--- src/design/tga_rle_pkg.sv ---
// Shared types and constants for the TGA run-length pixel decoder.
`timescale 1ns / 1ps

package tga_rle_pkg;

  // Depth of the queue between the byte parser and the output stage.
  localparam int QUEUE_DEPTH = 2;

  // Packet header coding: below the base is a raw packet, else a run.
  localparam logic [7:0] HDR_RUN_BASE = 8'd128;
  localparam logic [7:0] RUN_OFFSET   = 8'd127;

  // Pixel size codes of the bytes_per_pixel register, and the image_pixels reset value.
  localparam logic [2:0] BPP_WIDE   = 3'd4;
  localparam logic [2:0] BPP_RESET  = 3'd3;
  localparam logic [31:0] IMG_RESET = 32'd1;

  // Configuration register indexes.
  typedef enum logic [1:0] {
    CFG_BYTES_PER_PIXEL = 2'd0,
    CFG_IMAGE_PIXELS    = 2'd1
  } cfg_idx_t;

  // One decoded pixel or run as it travels from parser to output stage.
  typedef struct packed {
    logic [3:0][7:0] bytes;   // stored pixel bytes in B, G, R, A order
    logic            wide;    // pixel was four bytes at completion
    logic [7:0]      count;   // repeat count
    logic            last;    // completes the image
    logic            clamped; // run cut to the remaining pixels
  } px_entry_t;

endpackage

--- src/design/tga_rle_front.sv ---
// Byte parser: packet headers, pixel assembly and pixel accounting.
`timescale 1ns / 1ps

module tga_rle_front (
  input  logic                   clk,
  input  logic                   rst,
  // Compressed byte stream
  input  logic                   s_tvalid,
  output logic                   s_tready,
  input  logic [7:0]             s_tdata,   // data_byte
  input  logic                   s_tuser,   // frame_start
  // Configuration writes
  input  logic                   cfg_valid,
  input  logic [1:0]             cfg_index,
  input  logic [31:0]            cfg_data,
  // Queue write side
  input  logic                   q_full,
  output logic                   q_push,
  output tga_rle_pkg::px_entry_t q_data
);

  logic [2:0]      bytes_per_pixel;
  logic [31:0]     image_pixels;

  logic            expect_header;
  logic            run_packet;
  logic [7:0]      packet_left;
  logic [1:0]      byte_in_pixel;
  logic [3:0][7:0] pixel_bytes;
  logic [31:0]     pixels_left;

  logic            expect_header_next;
  logic            run_packet_next;
  logic [7:0]      packet_left_next;
  logic [1:0]      byte_in_pixel_next;
  logic [3:0][7:0] pixel_bytes_next;
  logic [31:0]     pixels_left_next;

  logic            accept;
  logic            emit;
  logic            wide;
  logic [2:0]      size;
  logic [2:0]      bip_inc;
  logic [3:0][7:0] merged;
  logic            clamp;
  logic [7:0]      count;

  assign s_tready = !q_full;
  assign accept   = s_tvalid && s_tready;
  assign wide     = (bytes_per_pixel == tga_rle_pkg::BPP_WIDE);
  assign size     = wide ? 3'd4 : 3'd3;

  // Next decode state for the byte on the input.
  always_comb begin
    // A frame start resets packet tracking before the byte is looked at.
    pixels_left_next   = s_tuser ? image_pixels : pixels_left;
    expect_header_next = s_tuser ? 1'b1 : expect_header;
    run_packet_next    = s_tuser ? 1'b0 : run_packet;
    packet_left_next   = s_tuser ? 8'd0 : packet_left;
    byte_in_pixel_next = s_tuser ? 2'd0 : byte_in_pixel;
    pixel_bytes_next   = pixel_bytes;
    emit               = 1'b0;
    clamp              = 1'b0;
    count              = 8'd1;

    bip_inc = {1'b0, byte_in_pixel_next} + 3'd1;
    for (int i = 0; i < 4; i++) begin
      merged[i] = (byte_in_pixel_next == 2'(i)) ? s_tdata : pixel_bytes[i];
    end

    if (pixels_left_next == 32'd0) begin
      // No image in progress: the byte is dropped.
    end else if (expect_header_next) begin
      if (s_tdata < tga_rle_pkg::HDR_RUN_BASE) begin
        run_packet_next  = 1'b0;
        packet_left_next = s_tdata + 8'd1;
      end else begin
        run_packet_next  = 1'b1;
        packet_left_next = s_tdata - tga_rle_pkg::RUN_OFFSET;
      end
      expect_header_next = 1'b0;
      byte_in_pixel_next = 2'd0;
    end else begin
      pixel_bytes_next = merged;
      if (bip_inc < size) begin
        byte_in_pixel_next = bip_inc[1:0];
      end else begin
        // Pixel complete: one result for it.
        byte_in_pixel_next = 2'd0;
        emit               = 1'b1;
        if (run_packet_next) begin
          clamp            = ({24'd0, packet_left_next} > pixels_left_next);
          count            = clamp ? pixels_left_next[7:0] : packet_left_next;
          packet_left_next = 8'd0;
        end else begin
          packet_left_next = packet_left_next - 8'd1;
        end
        pixels_left_next = pixels_left_next - {24'd0, count};
        if (packet_left_next == 8'd0) begin
          expect_header_next = 1'b1;
        end
      end
    end
  end

  assign q_push         = accept && emit;
  assign q_data.bytes   = merged;
  assign q_data.wide    = wide;
  assign q_data.count   = count;
  assign q_data.last    = (pixels_left_next == 32'd0);
  assign q_data.clamped = clamp;

  // Configuration registers.
  always_ff @(posedge clk) begin
    if (rst) begin
      bytes_per_pixel <= tga_rle_pkg::BPP_RESET;
      image_pixels    <= tga_rle_pkg::IMG_RESET;
    end else if (cfg_valid) begin
      case (cfg_index)
        tga_rle_pkg::CFG_BYTES_PER_PIXEL: bytes_per_pixel <= cfg_data[2:0];
        tga_rle_pkg::CFG_IMAGE_PIXELS:    image_pixels    <= cfg_data;
        default: ;
      endcase
    end
  end

  // Decode state advances on every accepted byte.
  always_ff @(posedge clk) begin
    if (rst) begin
      expect_header <= 1'b1;
      run_packet    <= 1'b0;
      packet_left   <= 8'd0;
      byte_in_pixel <= 2'd0;
      pixel_bytes   <= '0;
      pixels_left   <= 32'd0;
    end else if (accept) begin
      expect_header <= expect_header_next;
      run_packet    <= run_packet_next;
      packet_left   <= packet_left_next;
      byte_in_pixel <= byte_in_pixel_next;
      pixel_bytes   <= pixel_bytes_next;
      pixels_left   <= pixels_left_next;
    end
  end

endmodule

--- src/design/tga_rle_queue.sv ---
// Small queue of decoded pixels between the parser and the output stage.
`timescale 1ns / 1ps

module tga_rle_queue #(
  parameter int DEPTH = tga_rle_pkg::QUEUE_DEPTH
) (
  input  logic                   clk,
  input  logic                   rst,
  input  logic                   push,
  input  tga_rle_pkg::px_entry_t push_data,
  output logic                   full,
  input  logic                   pop,
  output tga_rle_pkg::px_entry_t pop_data,
  output logic                   empty
);

  localparam int PTR_W = (DEPTH > 1) ? $clog2(DEPTH) : 1;
  localparam int CNT_W = $clog2(DEPTH + 1);
  localparam logic [PTR_W-1:0] LAST_PTR = PTR_W'(DEPTH - 1);
  localparam logic [CNT_W-1:0] FULL_CNT = CNT_W'(DEPTH);

  tga_rle_pkg::px_entry_t entries [DEPTH];
  logic [PTR_W-1:0] wr_ptr;
  logic [PTR_W-1:0] rd_ptr;
  logic [CNT_W-1:0] count;

  assign full     = (count == FULL_CNT);
  assign empty    = (count == '0);
  assign pop_data = entries[rd_ptr];

  // Entry storage.
  always_ff @(posedge clk) begin
    if (push) begin
      entries[wr_ptr] <= push_data;
    end
  end

  // Pointers and fill count.
  always_ff @(posedge clk) begin
    if (rst) begin
      wr_ptr <= '0;
      rd_ptr <= '0;
      count  <= '0;
    end else begin
      if (push) begin
        wr_ptr <= (wr_ptr == LAST_PTR) ? '0 : wr_ptr + PTR_W'(1);
      end
      if (pop) begin
        rd_ptr <= (rd_ptr == LAST_PTR) ? '0 : rd_ptr + PTR_W'(1);
      end
      if (push && !pop) begin
        count <= count + CNT_W'(1);
      end else if (pop && !push) begin
        count <= count - CNT_W'(1);
      end
    end
  end

  // A push into a full queue would overwrite a pixel not yet delivered.
  a_no_overflow: assert property (@(posedge clk) disable iff (rst)
    push |-> !full)
    else $error("queue push while full");

  // A pop from an empty queue would deliver a stale pixel.
  a_no_underflow: assert property (@(posedge clk) disable iff (rst)
    pop |-> !empty)
    else $error("queue pop while empty");

  // The fill count advances by one on a push without a pop.
  a_count_track: assert property (@(posedge clk) disable iff (rst)
    (push && !pop) |=> (count == $past(count) + CNT_W'(1)))
    else $error("queue count did not advance on push");

endmodule

--- src/design/tga_rle_back.sv ---
// Output stage: reorders pixel bytes to RGBA and holds the result transfer.
`timescale 1ns / 1ps

module tga_rle_back (
  input  logic                   clk,
  input  logic                   rst,
  // Queue read side
  input  logic                   q_empty,
  input  tga_rle_pkg::px_entry_t q_data,
  output logic                   q_pop,
  // Result stream
  output logic                   m_tvalid,
  input  logic                   m_tready,
  output logic [39:0]            m_tdata,   // red, green, blue, alpha, repeat_res
  output logic                   m_tlast,   // image_end
  output logic                   m_tuser    // run_clamped
);

  logic [7:0] alpha;

  assign q_pop = !q_empty && (!m_tvalid || m_tready);
  assign alpha = q_data.wide ? q_data.bytes[3] : 8'd0;

  // Valid flag of the output register.
  always_ff @(posedge clk) begin
    if (rst) begin
      m_tvalid <= 1'b0;
    end else if (q_pop) begin
      m_tvalid <= 1'b1;
    end else if (m_tready) begin
      m_tvalid <= 1'b0;
    end
  end

  // Result payload, loaded when a pixel leaves the queue.
  always_ff @(posedge clk) begin
    if (q_pop) begin
      m_tdata <= {q_data.count, alpha, q_data.bytes[0], q_data.bytes[1],
                  q_data.bytes[2]};
      m_tlast <= q_data.last;
      m_tuser <= q_data.clamped;
    end
  end

endmodule

--- src/design/tga_rle_pixel_decoder_top.sv ---
// Top level of the TGA run-length pixel decoder.
`timescale 1ns / 1ps

// Decodes the pixel section of a run-length coded TGA image.
// The s_ channel takes one compressed byte per transfer; s_tuser high marks
// the first byte of an image and loads the pixel count from image_pixels.
// The m_ channel gives one result per raw pixel or one per run packet:
// m_tdata holds red, green, blue, alpha and the repeat count, m_tlast marks
// the result that completes the image, m_tuser marks a clamped run.
// The cfg channel writes bytes_per_pixel (index 0) and image_pixels (index 1)
// and is always ready; write it only while the block is idle.
// Throughput is one byte per cycle while s_tready is high: the parser updates
// its packet state for each accepted byte. A result reaches m_ through the
// queue and then the output register: the parser writes the queue when it
// accepts the byte completing the pixel, and the output register loads from
// the queue once it is free or its result is taken.
// Reset clears the decode state and queue; no image is active until a byte
// with s_tuser arrives, and bytes before it are dropped.
// When the receiver stalls, results wait in the output register and the
// queue; s_tready drops only when the queue is full, so input keeps flowing
// until then.
module tga_rle_pixel_decoder_top #(
  parameter int QUEUE_DEPTH = tga_rle_pkg::QUEUE_DEPTH
) (
  input  logic        clk,
  input  logic        rst,
  // Compressed byte stream
  input  logic        s_tvalid,
  output logic        s_tready,
  input  logic [7:0]  s_tdata,   // data_byte
  input  logic        s_tuser,   // frame_start
  // Decoded pixel stream
  output logic        m_tvalid,
  input  logic        m_tready,
  output logic [39:0] m_tdata,   // red, green, blue, alpha, repeat_res
  output logic        m_tlast,   // image_end
  output logic        m_tuser,   // run_clamped
  // Configuration writes
  input  logic        cfg_valid,
  output logic        cfg_ready,
  input  logic [1:0]  cfg_index,
  input  logic [31:0] cfg_data
);

  tga_rle_pkg::px_entry_t push_data;
  tga_rle_pkg::px_entry_t pop_data;
  logic push;
  logic pop;
  logic full;
  logic empty;

  assign cfg_ready = 1'b1;

  tga_rle_front u_front (
    .clk       (clk),
    .rst       (rst),
    .s_tvalid  (s_tvalid),
    .s_tready  (s_tready),
    .s_tdata   (s_tdata),
    .s_tuser   (s_tuser),
    .cfg_valid (cfg_valid && cfg_ready),
    .cfg_index (cfg_index),
    .cfg_data  (cfg_data),
    .q_full    (full),
    .q_push    (push),
    .q_data    (push_data)
  );

  tga_rle_queue #(
    .DEPTH (QUEUE_DEPTH)
  ) u_queue (
    .clk       (clk),
    .rst       (rst),
    .push      (push),
    .push_data (push_data),
    .full      (full),
    .pop       (pop),
    .pop_data  (pop_data),
    .empty     (empty)
  );

  tga_rle_back u_back (
    .clk      (clk),
    .rst      (rst),
    .q_empty  (empty),
    .q_data   (pop_data),
    .q_pop    (pop),
    .m_tvalid (m_tvalid),
    .m_tready (m_tready),
    .m_tdata  (m_tdata),
    .m_tlast  (m_tlast),
    .m_tuser  (m_tuser)
  );

endmodule

--- config.mk ---
export PLATFORM = sky130hd
export DESIGN_NAME = tga_rle_pixel_decoder_top
export DESIGN_NICKNAME = d
export VERILOG_FILES = /design/src/design/tga_rle_pkg.sv /design/src/design/tga_rle_front.sv /design/src/design/tga_rle_queue.sv /design/src/design/tga_rle_back.sv /design/src/design/tga_rle_pixel_decoder_top.sv
export SDC_FILE = /design/constraint.sdc
export NUM_CORES = 1
export LEC_CHECK = 0
export ABC_AREA = 1
export BUFFER_PORTS_ARGS = -buffer_cell sky130_fd_sc_hd__buf_2
export CAP_MARGIN = 15
export CORE_MARGIN = 1.5
export CORE_UTILIZATION = 40
export DETAILED_ROUTE_END_ITERATION = 8
export SLEW_MARGIN = 10
export SYNTH_ARGS = -nofsm -noshare
export SYNTH_HDL_FRONTEND = slang
export SYNTH_SLANG_ARGS = --single-unit
export TNS_END_PERCENT = 30
--- constraint.sdc ---
create_clock -name clk -period 5.5 [get_ports clk]
set_clock_uncertainty 0.1 [all_clocks]
set_input_delay 1.1 -clock clk [delete_from_list [all_inputs] [get_ports clk]]
set_output_delay 1.1 -clock clk [all_outputs]
set_load 0.1 [all_outputs]
### Word-level counts from Yosys, hierarchy flattened

Memory sizes are Yosys's and may differ from the RTL's. A register that Yosys moved wholly into a read port is not among the register bits.
Index checks and enable logic that the tools add are counted.
Widths: inputs -> output; s select.

| storage, ports and cells | value |
|---|---|
| register bits | 158 |
| bits in latches | 0 |
| RAM bits | 86 |
| memory bits (read-only) | 0 |
| input port bits | 48 |
| output and inout port bits | 45 |
| word-level logic and storage cells | 118 |
| memories | 1 |

Memory list:

| memory | words | width | rd ports | clocked after Yosys merged registers in | wr ports | line | source |
|---|---|---|---|---|---|---|---|
| u_queue.entries | 2 | 43 | 1 | 1 | 1 | tga_rle_queue.sv:22 | `tga_rle_pkg::px_entry_t entries [DEPTH];` |

| operators by class | value |
|---|---|
| add/subtract/negate cells | 9 |
| multipliers | 0 |
| div/mod/pow operators | 0 |
| order comparisons | 3 |
| eq/ne operators | 6 |
| shift operators | 0 |
| mux-type cells | 56 |
| bitwise gates (word level) | 2 |
| reduce and logical (&&, ||, !) cells | 22 |

Operators with widths:

| operator | number |
|---|---|
| $mux 8 | 21 |
| $mux 32 | 4 |
| $logic_not 32->1 | 2 |
| $gt 8x32->1 | 1 |
| $sub 32x8->32 | 1 |
| $mux 1 | 24 |
| $mux 2 | 6 |
| $add 8x1->8 const B | 1 |
| $logic_not 8->1 | 1 |
| $lt 8x8->1 const B | 1 |
| $sub 8x1->8 const B | 1 |
| $sub 8x7->8 const B | 1 |
| $eq 2x2->1 const B | 3 |
| $logic_not 2->1 | 3 |
| $logic_and 1x1->1 | 5 |
| $logic_not 1->1 | 5 |
| $eq 2x1->1 const B | 2 |
| $reduce_and 2->1 | 2 |
| $reduce_bool 2->1 | 2 |
| $add 2x1->3 const B | 1 |
| $eq 3x3->1 const B | 1 |
| $lt 3x3->1 | 1 |
| $mux 3 | 1 |
| $reduce_and 3->1 | 1 |
| 5 further kinds | 7 |

### Longest topological paths before layout

Gate-level depths: netlist (run 1).

| depth | value |
|---|---|
| word-level depth | 12 |
| gate-level depth with buffers | 32 |
| depth with buffers taken out | 30 |

### Modules after synthesis

A second synthesis (run 1) with hierarchy kept.

| unflattened totals | value |
|---|---|
| cells, all modules | 1516 |
| area, all modules | 12662.1 um^2 |

Modules (own cells, without submodules):

| module | instances | cells each | area each (um^2) | seq. area each (um^2) |
|---|---|---|---|---|
| tga_rle_front | 1 | 1283 | 7752.4 | 2222.1 |
| tga_rle_queue | 1 | 167 | 3534.6 | 2682.6 |
| tga_rle_back | 1 | 64 | 1363.8 | 1281.2 |
| tga_rle_pixel_decoder_top | 1 | 2 | 11.3 | 0.0 |

### Worst setup path after synthesis (run 1)

OpenSTA, ideal clock, no wires.

| timing path | value |
|---|---|
| path type | input port to flip-flop |
| from | in s_tuser |
| to | mem u_queue.entries[0][0] (netlist bit), enable pin |
| library setup time | 443 ps |
| arrival | 4814 ps |
| required time | 4957 ps |
| setup slack | 143 ps |
| cell stages on the path | 18 |
| buffers on the path | 3 |
| cells stage by stage | inv_2 buf_6 buf_6 nand2_1 inv_1 ha_1 ha_1 nand2_1 inv_1 nand2_1 nand2_2 nand2_2 inv_2 nand2_1 buf_4 nor2_1 inv_1 nor2_1 |

| on the way | value |
|---|---|
| cells in the longest elaborated chain, start to end | 9 |
| elaborated cells between the ends (all ways) | 12 |
| those cells by class | 1 x add/sub; 1 x order compare; 8 x mux; 2 x reduce/logical |

RTL lines:

| what | line | source |
|---|---|---|
| start, declared | tga_rle_pixel_decoder_top.sv:31 | `input logic s_tuser,` |
| $mux 2 | tga_rle_front.sv:60 | `byte_in_pixel_next = s_tuser ? 2'd0 : byte_in_pixel;` |
| $add 2x1->3 | tga_rle_front.sv:66 | `bip_inc = {1'b0, byte_in_pixel_next} + 3'd1;` |
| $lt 3x3->1 | tga_rle_front.sv:85 | `if (bip_inc < size) begin` |
| $mux 1 | tga_rle_front.sv:85 |  |
| $mux 1 | tga_rle_front.sv:73 | `end else if (expect_header_next) begin` |
| $mux 1 (*) | tga_rle_front.sv:71 | `if (pixels_left_next == 32'd0) begin` |
| $logic_and 1x1->1 (*) | tga_rle_front.sv:106 | `assign q_push = accept && emit;` |
| net push | tga_rle_pixel_decoder_top.sv:47 | `logic push;` |
| $mux 1 (*) | tga_rle_queue.sv:33 | `if (push) begin` |
| $mux 1 (not written as such) (*) | tga_rle_queue.sv:34 | `entries[wr_ptr] <= push_data;` |
| end, declared | tga_rle_queue.sv:22 |  |

Mark *: on every way through the listed nets, which the timed path passes. The rest lies on a longest branch.

==> results summary, run 1 <==
The worst stage delay on the critical path is roughly 430 ps. The die span in y is 179 um. The final weighted congestion in routability-driven placement came out at 0.913. The most area-hungry cell type in the Yosys netlist is sky130_fd_sc_hd__edfxtp_1.

For this run, the leading register cell type out of synthesis is sky130_fd_sc_hd__edfxtp_1. The via count of the first global-routing pass came out at between 9,000 and 10,000. The total of buffers placed on input and output ports came out at 91. The die covers ~32,000 sq um.

The pin slew with the least headroom to its limit is 853 ps. The maximum ir drop on the vdd rail is 308 uV. The synthesized netlist net count is 1,593. For hold timing, the worst endpoint is u_front.pixel_bytes[14]. The number of synthesized flops with an enable pin came out at about 130. The clock slew seen by the registers of the worst setup and hold paths is 60 ps. The number of storage elements in the synthesis netlist came out at 245. The average via count per standard cell is slightly above 5. For the worst-skew pair, the clock arrives at the later sink with an insertion delay of 550 ps. The number of fill cells in the layout is 3,024.

The total setup buffers inserted after CTS is 0. At the worst endpoint, the arrival time is 5340 ps. The net total in the final layout is 1,671. The floorplan step defined a core boundary enclosing 30,500 sq um. After legalization and detailed placement, the total HPWL measured 21,600 um.

The pin count of the biggest net entering global routing is 61. The cell with the largest stage delay on the worst path is sky130_fd_sc_hd__fa_1. The number of max-capacitance violations reported is 0.

The number of iterations in the first detailed-routing pass came out at 7. The worst setup path is launched from a primary input. The path class of the tightest hold or removal check is reg2reg. The global-route wire length before repair is 50,400 um. The post-cts resize count is 0. The growth of design area from synthesis to finish is 14.5%.

The total number of yosys warnings came out at 0. The starting density of the core came out at about two fifths. Sorting the synthesized cells by area gives the leading types as sky130_fd_sc_hd__edfxtp_1 (31%), sky130_fd_sc_hd__dfxtp_1 (19%), sky130_fd_sc_hd__nand2_1 (11%). Ranked by instance count, the synthesized netlist is headed by sky130_fd_sc_hd__nand2_1 (378), sky130_fd_sc_hd__inv_1 (201), sky130_fd_sc_hd__o21ai_0 (166). The headroom to the max-slew limit is 43.2%. The clock period minus final worst setup slack came out at 5050 ps. The minimum setup slack among reg-to-reg paths came out at 980 ps. The flow ran to the end, and the final reports show no timing, DRC or antenna violations.

The startpoint identified for the worst register-to-register timing path is u_front.image_pixels[7]. The dominant cell type by count on the critical path is sky130_fd_sc_hd__nand2_1. The total wirelength of the detailed-routed design is 31,400 um. The sequential cell area in the final layout came out at 6190 sq um. The worst setup margin came out at 454 ps. The number of CTS-inserted buffers is 27. The worst min-delay path startpoint is u_front.pixel_bytes[14].

The maximum fanout encountered on the critical timing path is 13. For this block, the initial DRC count from the detailed router was 691. The count of final setup violators came out at 0. The number of pins with negative max-slew slack in the final report is 0. The final global-route overflow total is 0. The setup slack at placement is 13.0 ps. The cts-stage hold buffer count came out at 0.

The residual DRC count is 0. The end of the worst register-to-register path is u_queue.entries[0][1]. The per-instance average area after synthesis came out at 8.11 sq um.

The total routing usage reported by global routing is between 15 and 20%. Detailed routing inserted a total of slightly above 10,000 vias. The post-route fraction of the period consumed by the critical path came out at 91.7%. The critical path required time came out at 5790 ps. The clock tree from TritonCTS is yes.

The top achievable clock speed is 198 MHz. The synthesized netlist occupies a cell area of about 12,000 sq um. The I/O pin count is 93. In this run the number of H-tree levels came out at 1. The routed length per instance is 15.6 um.

The count of nets left with antenna violations once routing finished came out at 0. Summing all multi-input logic gate instances after layout gives roughly 5000 sq um. The async set-or-reset flop fraction in the synthesized netlist is 0%. The final cell utilization of the core is between 40% and 50%. The number of cells on the worst hold path is 2. Setup repair after global routing left no endpoint under its margin. The cell row count is 64.

The power density normalized to cell area came out at 461 nW/um^2. Yosys instantiated no cell more often than sky130_fd_sc_hd__nand2_1. The initial antenna violation count was 0.

The final sum of negative setup slack came out at 0 ps. The number of cells on the worst reg-to-reg path is 27. Summing the sequential cell areas from Yosys gives 50.1% of the chip area.

The fraction of final layout cells sized beyond drive strength 1 is 14.8%. CTS placed an instance of sky130_fd_sc_hd__clkbuf_16 at the clock tree root. The cell leakage power came out at 6.16 nW. The deepest clock path buffer count is 3. The number of failing hold endpoints at the final stage came to 0.

The repair_antennas step left the layout with diodes totalling 0. The nature of the critical path endpoint is a register. The number of different library cells in the post-synthesis netlist came out at 40. Summed over its instances, the top area cell type makes up 31.1% of the synthesized netlist area.

In this run the horizontal extent of the chip is 179 um. The cell count after synthesis came out at about 1,500. The critical path in this run is classified as in2reg. CTS saw 245 sinks.
worst max-delay path, delay by kind of cell:
| kind | cells | cell delay [ps] |
|---|---|---|
| buffers and inverters | 4 | 640 |
| adders and majority gates | 3 | 1000 |
| and+or+nand+nor | 21 | 2580 |
power breakdown:
group	internal, mW	leakage [nW]	switching [mW]
combinational	0.500	3.52	1.86
sequential	2.25	2.20	0.0808
clock	1.09	0.446	0.737
flip-flops by register name (all words and copies together) (netlist names), 2 cells and up, named ones only:
name	count
u_back.m_tdata	40
u_front.byte_in_pixel	2
u_front.bytes_per_pixel	3
u_front.image_pixels	32
u_front.packet_left	8
u_front.pixel_bytes	32
u_front.pixels_left	32
u_queue.count	2
u_queue.entries	86
per-stage QoR:
stage / instance area, sq um / hold slack [ps] / std cells / power, mW
after global routing: 14100 / 364 / 2017 / 6.85
after CTS: 14100 / 347 / 2017 / 6.56
after floorplan: 12300 / 324 / 1522 / 4.28
final: 14100 / 348 / 2017 / 6.51
after detailed placement: 13200 / 339 / 1967 / 4.73
after global placement: 13200 / 330 / 1967 / 4.70
cells in the final DEF (no fill, tap or decap), drive strengths merged, types with 2 or more instances in the layout:
cell,instances
nand2,386
inv,208
o21ai,177
edfxtp,128
nor2,125
buf,122
a21oi,118
dfxtp,117
nand3,49
mux2,43
clkbuf,39
nand4,26
ha,22
o211ai,15
nor3,9
clkinv,7
xnor2,5
xor2,4
or2,3
a31oi,2
nand3b,2
o21bai,2
and2,2
a221oi,2
bufinv,2
layer usage:
| layer | track usage (%) | share of wire [%] | vias up | routed length, um |
|---|---|---|---|---|
| met4 | 6.84 | 3.1 | 0 | 979 |
| met3 | 2.74 | 4.2 | 66 | 1310 |
| met5 | 0 | 0 | - | 0 |
| met2 | 34.9 | 48 | 235 | 15100 |
| li1 | - | - | 5144 | - |
| met1 | 25.2 | 45 | 4737 | 14000 |
logic make-up after synthesis:
family          share of synthesized area, %
mux                                     3.92
fa+ha+maj                               2.39
flops                                   50.1
buf+inv                                 9.29
xor+xnor                               0.638
compound gates                          13.6
other cells                           0.0304
simple gates                            20.1
worst max-delay path by stage:
stage / from / end / cells after the start
after floorplan: s_tuser / u_queue.entries[0][0] / 18
after global placement: s_tuser / u_queue.entries[0][1] / 28
after detailed placement: s_tuser / u_queue.entries[1][1] / 28
after CTS: s_tuser / u_queue.entries[1][1] / 28
after global routing: s_tuser / u_queue.entries[1][1] / 28
final: s_tuser / u_queue.entries[0][1] / 28
area by class of cell:
class	count	area share, %
clock buffers	39	5.53
clock inverters	11	0.885
inverters	207	5.50
multi-input cells	997	35.7
flip-flops and latches	245	43.8
well taps	396	3.51
repair buffers	122	5.14
Power figures use the tool's default switching activity.
==> run 2, diff against run 1 <==
- REMOVE_ABC_BUFFERS: not set -> 1
==> run 2 against run 1 <==
  * Final cell count unchanged
  * Clock power up 4%
  * Flip-flop and latch count unchanged
  * Maximum frequency up 1.7%
  * First-iteration DRC count decreased by 20%
  * Combinational power about the same
  * Hold slack got worse by 2.6 ps
  * Die area unchanged
  * Clock-buffer cell count decreased by 1
  * Critical endpoint unchanged
  * Highest routed layer unchanged
==> results summary, run 2 (synthesis results as in run 1) <==
The fraction of final layout cells sized beyond drive strength 1 is 15.1%. u_queue.entries holds more flip-flops than any other register. Relative to the synthesized area, the layout overhead comes to 14.9%. The post-route antenna net violation count came out at 0. The detailed-route via count came out at roughly 10,000.

Dividing total power by cell area gives a power density of 462 nW/um^2. The share of total power dissipated in sequential elements is between 30% and 40%. The initial antenna violation count came to 0. In this run the critical register-to-register path is launched from u_front.image_pixels[7]. 0 antenna diodes ended up in the layout.

The filler-free cell count of the finished design is 2,017. At the pin with the least slew margin, the transition time is 1070 ps. STA classifies the critical path startpoint as a primary input. The post-cts resize count came out at 0. The global-route wire length before repair came out at 48,600 um.

The clock tree from TritonCTS is yes. The most critical setup path has its startpoint at s_tuser. In this run the worst path has a maximum fanout of 22.

The post-route worst hold slack is 345 ps. The critical path is of the in2reg type. In the final layout, the registers with the most flip-flops are u_queue.entries (86), u_back.m_tdata (40).

The post-placement cell count is between 1,500 and 2,000. Cell internal power was estimated by the tool at about 4 mW. The number of max-capacitance violations reported came out at 0. The total wirelength of the detailed-routed design is approximately 30,000 um. The net total in the final layout is 1,671.

After layout, the design draws a total of approximately 6.6 mW. Combinational logic burns 35.5% of the power. The tightest min-delay check is of the reg2reg type. In this run the power spent charging and discharging nets is 2.66 mW. The die is 179 um tall. CTS placed an instance of sky130_fd_sc_hd__clkbuf_16 at the clock tree root. In this run, CTS created clock tree buffers numbering 27. The count of final setup violators came out at 0. The worst min-delay path startpoint is u_front.pixel_bytes[24].

The starting density of the core is 40.5%. The average via count per standard cell is 4.97. The congestion estimate from routability-driven global placement came to approximately 0.91. The headroom to the max-slew limit came out at 28.5%. In the routed design, unresolved DRC markers number 0. The switching share of power came out at 40.5%. The number of flip-flops under the largest register name is 86.

The longest clock path from root to sink contains 3 buffers. The top achievable clock speed is between 200 and 250 MHz. The pin count of the biggest net entering global routing is 65. Leaving out fill and tap cells, the most frequent cell in the layout is sky130_fd_sc_hd__nand2_1. The share of total power dissipated in the clock network is 29.0%.

In this run, post-CTS hold repair placed 0 buffers. The cell leakage power came out at 6.18 nW. The number of pins with negative max-slew slack in the final report is 0. In this run the count of I/O pins placed on the die edge is 93.

The routed length per instance came out at roughly 15 um. The clock slew seen by the registers of the worst setup and hold paths is around 50 ps. The area of the die came out at 31,900 sq um. The clock sink count came out at 245. For the finished layout, the period the worst path requires is 4960 ps. The run finished with clean final reports. The number of failing hold endpoints at the final stage was 0.

Setup repair after global routing left no endpoint under its margin. Data on the critical path is required at its endpoint by 5790 ps. For the final routed database, the setup TNS stands at 0 ps. The via count of the first global-routing pass is approximately 10,000. The source-to-sink clock delay at the later pin of the worst-skew pair came out at approximately 560 ps. The die boundary width came out at 179 um.

The total of buffers placed on input and output ports is 91. STA classifies the critical path endpoint as a register. The final global-route overflow total is 0. CTS built an H-tree with a depth of 1. The cell row count came out at 64.

IR analysis of the VDD net gives a maximum drop of 325 uV. Once detailed placement completed, the half-perimeter wirelength came to 20,400 um. The number of iterations in the first detailed-routing pass is 5. The total setup buffers inserted after CTS is 0.

At the end of the flow the core is filled with cells to 46.5%. The number of design-rule violations left by the first detailed-router iteration is 556. The core box area came out at 30,500 sq um. The top cell types in the final layout, fill and taps aside, are sky130_fd_sc_hd__nand2_1 (378), sky130_fd_sc_hd__inv_1 (200), sky130_fd_sc_hd__o21ai_0 (166), sky130_fd_sc_hd__edfxtp_1 (128), sky130_fd_sc_hd__a21oi_1 (117).

The total routing usage reported by global routing came out at 19.1%. The data arrival at the endpoint of the critical path came out at 5250 ps. In the finished design, the share of the clock period the worst path needs comes to about nine tenths.
run 2: power by group through the flow:
stage / sequential, mW / clock [mW] / combinational [mW]
2_1_floorplan: 3.37 / 0 / 0.868
3_3_place_gp: 2.37 / 0 / 2.32
3_5_place_dp: 2.37 / 0 / 2.34
4_1_cts: 2.34 / 1.96 / 2.34
5_1_grt: 2.36 / 2.03 / 2.52
6_report: 2.33 / 1.90 / 2.33
run 2: cell type report:
| class | instances | area [sq um] |
|---|---|---|
| clock buffer | 38 | 798 |
| clock inverter | 12 | 156 |
| fill | 2991 | 16300 |
| inverter | 207 | 777 |
| multi-input combinational | 997 | 5040 |
| sequential | 245 | 6190 |
| tap | 396 | 495 |
| timing repair buffer | 122 | 738 |
run 2: metrics by stage:
step	cell area (sq um)	setup WS [ps]
2_1_floorplan	12000	-631
5_1_grt	14200	84.4
6_report	14200	537
4_1_cts	14200	505
3_3_place_gp	13200	5.06
3_5_place_dp	13200	-59.2
run 2: worst paths after layout:
check | endpoint | slack (ps) | cells past startpoint
worst min-delay path | u_front.pixel_bytes[24] | 350 | 2
worst min register to register | u_front.pixel_bytes[24] | 350 | 2
worst max register to register | u_queue.entries[0][1] | 1190 | 24
worst max-delay path | u_queue.entries[0][1] | 540 | 24
run 2: layer usage:
| metal | wire length [um] | up-vias | track usage (%) |
|---|---|---|---|
| li1 | - | 5158 | - |
| met1 | 13300 | 4589 | 23.6 |
| met2 | 14000 | 222 | 33.8 |
| met3 | 1290 | 65 | 2.71 |
| met4 | 1090 | 0 | 6.98 |
| met5 | 0 | - | 0 |
run 2: worst max-delay path, cell delays in order:
cell and delay [ps]:
sky130_fd_sc_hd__buf_2 150, sky130_fd_sc_hd__buf_4 290, sky130_fd_sc_hd__o21ai_0 170, sky130_fd_sc_hd__ha_1 350, sky130_fd_sc_hd__nand4_1 140, sky130_fd_sc_hd__nor4_1 390, sky130_fd_sc_hd__nor3_2 90, sky130_fd_sc_hd__nand2_2 190
sky130_fd_sc_hd__buf_4 200, sky130_fd_sc_hd__o211ai_2 100, sky130_fd_sc_hd__ha_1 380, sky130_fd_sc_hd__a21oi_1 260, sky130_fd_sc_hd__inv_1 60, sky130_fd_sc_hd__a21oi_1 160, sky130_fd_sc_hd__nand3_1 240, sky130_fd_sc_hd__nor2_1 230
sky130_fd_sc_hd__nand3_1 100, sky130_fd_sc_hd__nand2_1 90, sky130_fd_sc_hd__nand2_1 80, sky130_fd_sc_hd__nor2_1 90, sky130_fd_sc_hd__nand2_1 50, sky130_fd_sc_hd__nor2_1 90, sky130_fd_sc_hd__nand2_1 100, sky130_fd_sc_hd__nor2_1 150
==> run 3, diff against run 2 <==
- CORE_UTILIZATION: 40 -> 30
- CTS_BUF_LIST: not set -> sky130_fd_sc_hd__clkbuf_4 sky130_fd_sc_hd__clkbuf_8
==> run 3 against run 2 <==
  * Utilization down 11 points
  * Power down 0.39%
  * Worst setup slack better by 190 ps
  * Hold slack got worse by 1.3 ps
  * Final cell count increased by 8.4%
  * Register-to-register slack better by 90 ps
  * Largest power group is now combinational logic
  * Global-route usage fell by 4.3 points
  * Routed wire length up 5.0%
  * Flip-flop and latch count stayed put
  * Final area up 1.4%
  * First-iteration DRC count shrank 0.90%
==> results summary, run 3 (synthesis results as in run 1) <==
In this design, the critical path's most frequently occurring cell is sky130_fd_sc_hd__nand2_1. The tree is rooted in a sky130_fd_sc_hd__clkbuf_8. The tightest min-delay check is of the reg2reg type. The maximum ir drop on the vdd rail came out at 256 uV. Summing internal, switching and leakage power gives 6.54 mW. The number of antenna diodes came out at 0. The worst path in the final design needs a cycle of ~4800 ps, including I/O delays and setup. The starting density of the core is just over 30%. The average via count per standard cell is 4.63.

The source-to-sink clock delay at the later pin of the worst-skew pair is 570 ps. After detailed routing, the total wire length is 31,200 um. Fill cells in the final layout number 4,331. The number of iterations in the first detailed-routing pass came out at 5.

The number of pins with negative max-slew slack in the final report is 0. In this run the horizontal extent of the chip is a little over 200 um. The post-route fraction of the period consumed by the critical path is 86.8%.

The path type of the worst setup path is in2reg. The flow ran to the end, and the final reports show no timing, DRC or antenna violations. For this design the ratio of total power to cell area is 454 nW/um^2.

The library cell used most frequently in the layout, excluding fill and tap cells, is sky130_fd_sc_hd__nand2_1. The final global-route overflow total came out at 0. The first routing iteration left approximately 550 violations. The top achievable clock speed is 210 MHz. The cell area after layout is 14,400 sq um. The fraction of final layout cells sized beyond drive strength 1 is 16.5%. For the worst setup path, the data required time is 5820 ps.

After layout, the worst setup slack is 727 ps. The data arrival at the endpoint of the critical path came out at around 5100 ps. The via count of the first global-routing pass was 9,923. TritonCTS built the clock tree. The worst stage delay on the critical path is 370 ps. Once detail routing completed, the nets flagged for antenna violations numbered 0. The total of buffers placed on input and output ports is 91. The pin count of the biggest net entering global routing came out at 65. The global-route wire length before repair is 50,000 um. The number of gates resized after CTS was 0. The total routing usage reported by global routing is 14.8%. The sum of net half-perimeters after detailed placement is roughly 22,000 um. The post-placement cell count is 2,105. The net total in the final layout is ~1,700.

The clock slew seen by the registers of the worst setup and hold paths is roughly 60 ps. Setup repair after global routing left no endpoint under its margin. The clock sink count is 245. No sink is reached through more buffers than the 3 on the longest clock path.

The worst setup path is captured at a register. The count of final setup violators is 0. Buffers added to address setup during post-CTS repair amount to 0. The setup slack at placement came out at 180 ps. The cell row count came out at 74. On the critical path, the stage with the largest delay is an instance of sky130_fd_sc_hd__ha_1. The area occupied by multi-input gates came out at 5040 sq um. In the routed design, unresolved DRC markers number 0. The core box area is 40,700 sq um. The number of max-capacitance violations reported is 0.

The final weighted congestion in routability-driven placement is 0.915. The number of flip-flops under the largest register name came out at 86. At the end of the flow the core is filled with cells to 35.3%.

The most flop-heavy register is u_queue.entries. The headroom to the max-slew limit is 28.9%. 93 I/O pins were placed. The detailed-route via count came out at 10,100. Relative to the synthesized area, the layout overhead comes to 16.6%.

The floorplan step defined a die boundary enclosing 42,400 sq um. The cts-stage hold buffer count is 0. From bottom edge to top edge, the die measures roughly 210 um. The filler-free cell count of the finished design is 2,187. The pin slew with the least headroom to its limit came out at 1060 ps. The startpoint kind of the worst setup timing path is a primary input.

The routed length per instance came out at 14.3 um. In the layout the commonest cells are sky130_fd_sc_hd__nand2_1 (378), sky130_fd_sc_hd__inv_1 (200), sky130_fd_sc_hd__o21ai_0 (166), sky130_fd_sc_hd__edfxtp_1 (128), sky130_fd_sc_hd__a21oi_1 (117). In this run the static leakage power is 6.23 nW.

The maximum fanout encountered on the critical timing path is 20. The number of CTS-inserted buffers came out at between 40 and 50. The sequential cell area in the final layout is 6190 sq um.

The deepest level of the CTS H-tree is 2. The initial antenna violation count was 0. The number of failing hold endpoints at the final stage is 0.

In the final layout, the registers with the most flip-flops are u_queue.entries (86), u_back.m_tdata (40). The post-placement cell area came out at 13,400 sq um.
## run 3: where the power goes
group / switching (mW) / internal [mW]
Clock: 0.761 / 1.10
Combinational: 1.85 / 0.498
Sequential: 0.0833 / 2.25
Total: 2.69 / 3.85
## run 3: path summary, 6_finish.rpt
kind	depth (start not counted)	end	slack, ps	from
worst min-delay path	1	register	340	u_queue.rd_ptr
worst max register to register	27	u_queue.entries[1][1]	1280	u_front.image_pixels[4]
worst min register to register	1	register	340	u_queue.rd_ptr
worst max-delay path	31	u_queue.entries[1][1]	730	s_tuser
## run 3: critical path, delay by kind of cell
kind,cells,cell delay (ps)
fa+ha+maj,1,370
simple gates,20,2150
buf+inv,7,1060
compound gates,3,400
## run 3: cell type report
type	count	share of cell area, %
timing repair buffer	124	5.14
tap	532	4.62
sequential	245	43.0
multi-input combinational	997	35.0
clock buffer	63	5.63
inverter	207	5.40
clock inverter	19	1.23
## run 3: per-layer routing
| metal | GRT usage [%] | vias up | wire length [um] |
|---|---|---|---|
| met5 | 0 | - | 0 |
| met4 | 5.31 | 0 | 841 |
| met3 | 2.40 | 55 | 1410 |
| met2 | 25.3 | 236 | 14500 |
| met1 | 19.0 | 4643 | 14500 |
| li1 | - | 5202 | - |
## run 3: through the flow
stage                     hold slack [ps]  setup TNS [ps]
after detailed placement              333               0
final                                 344               0
after global placement                328               0
after global routing                  353               0
after floorplan                       326          -54260
after CTS                             340               0
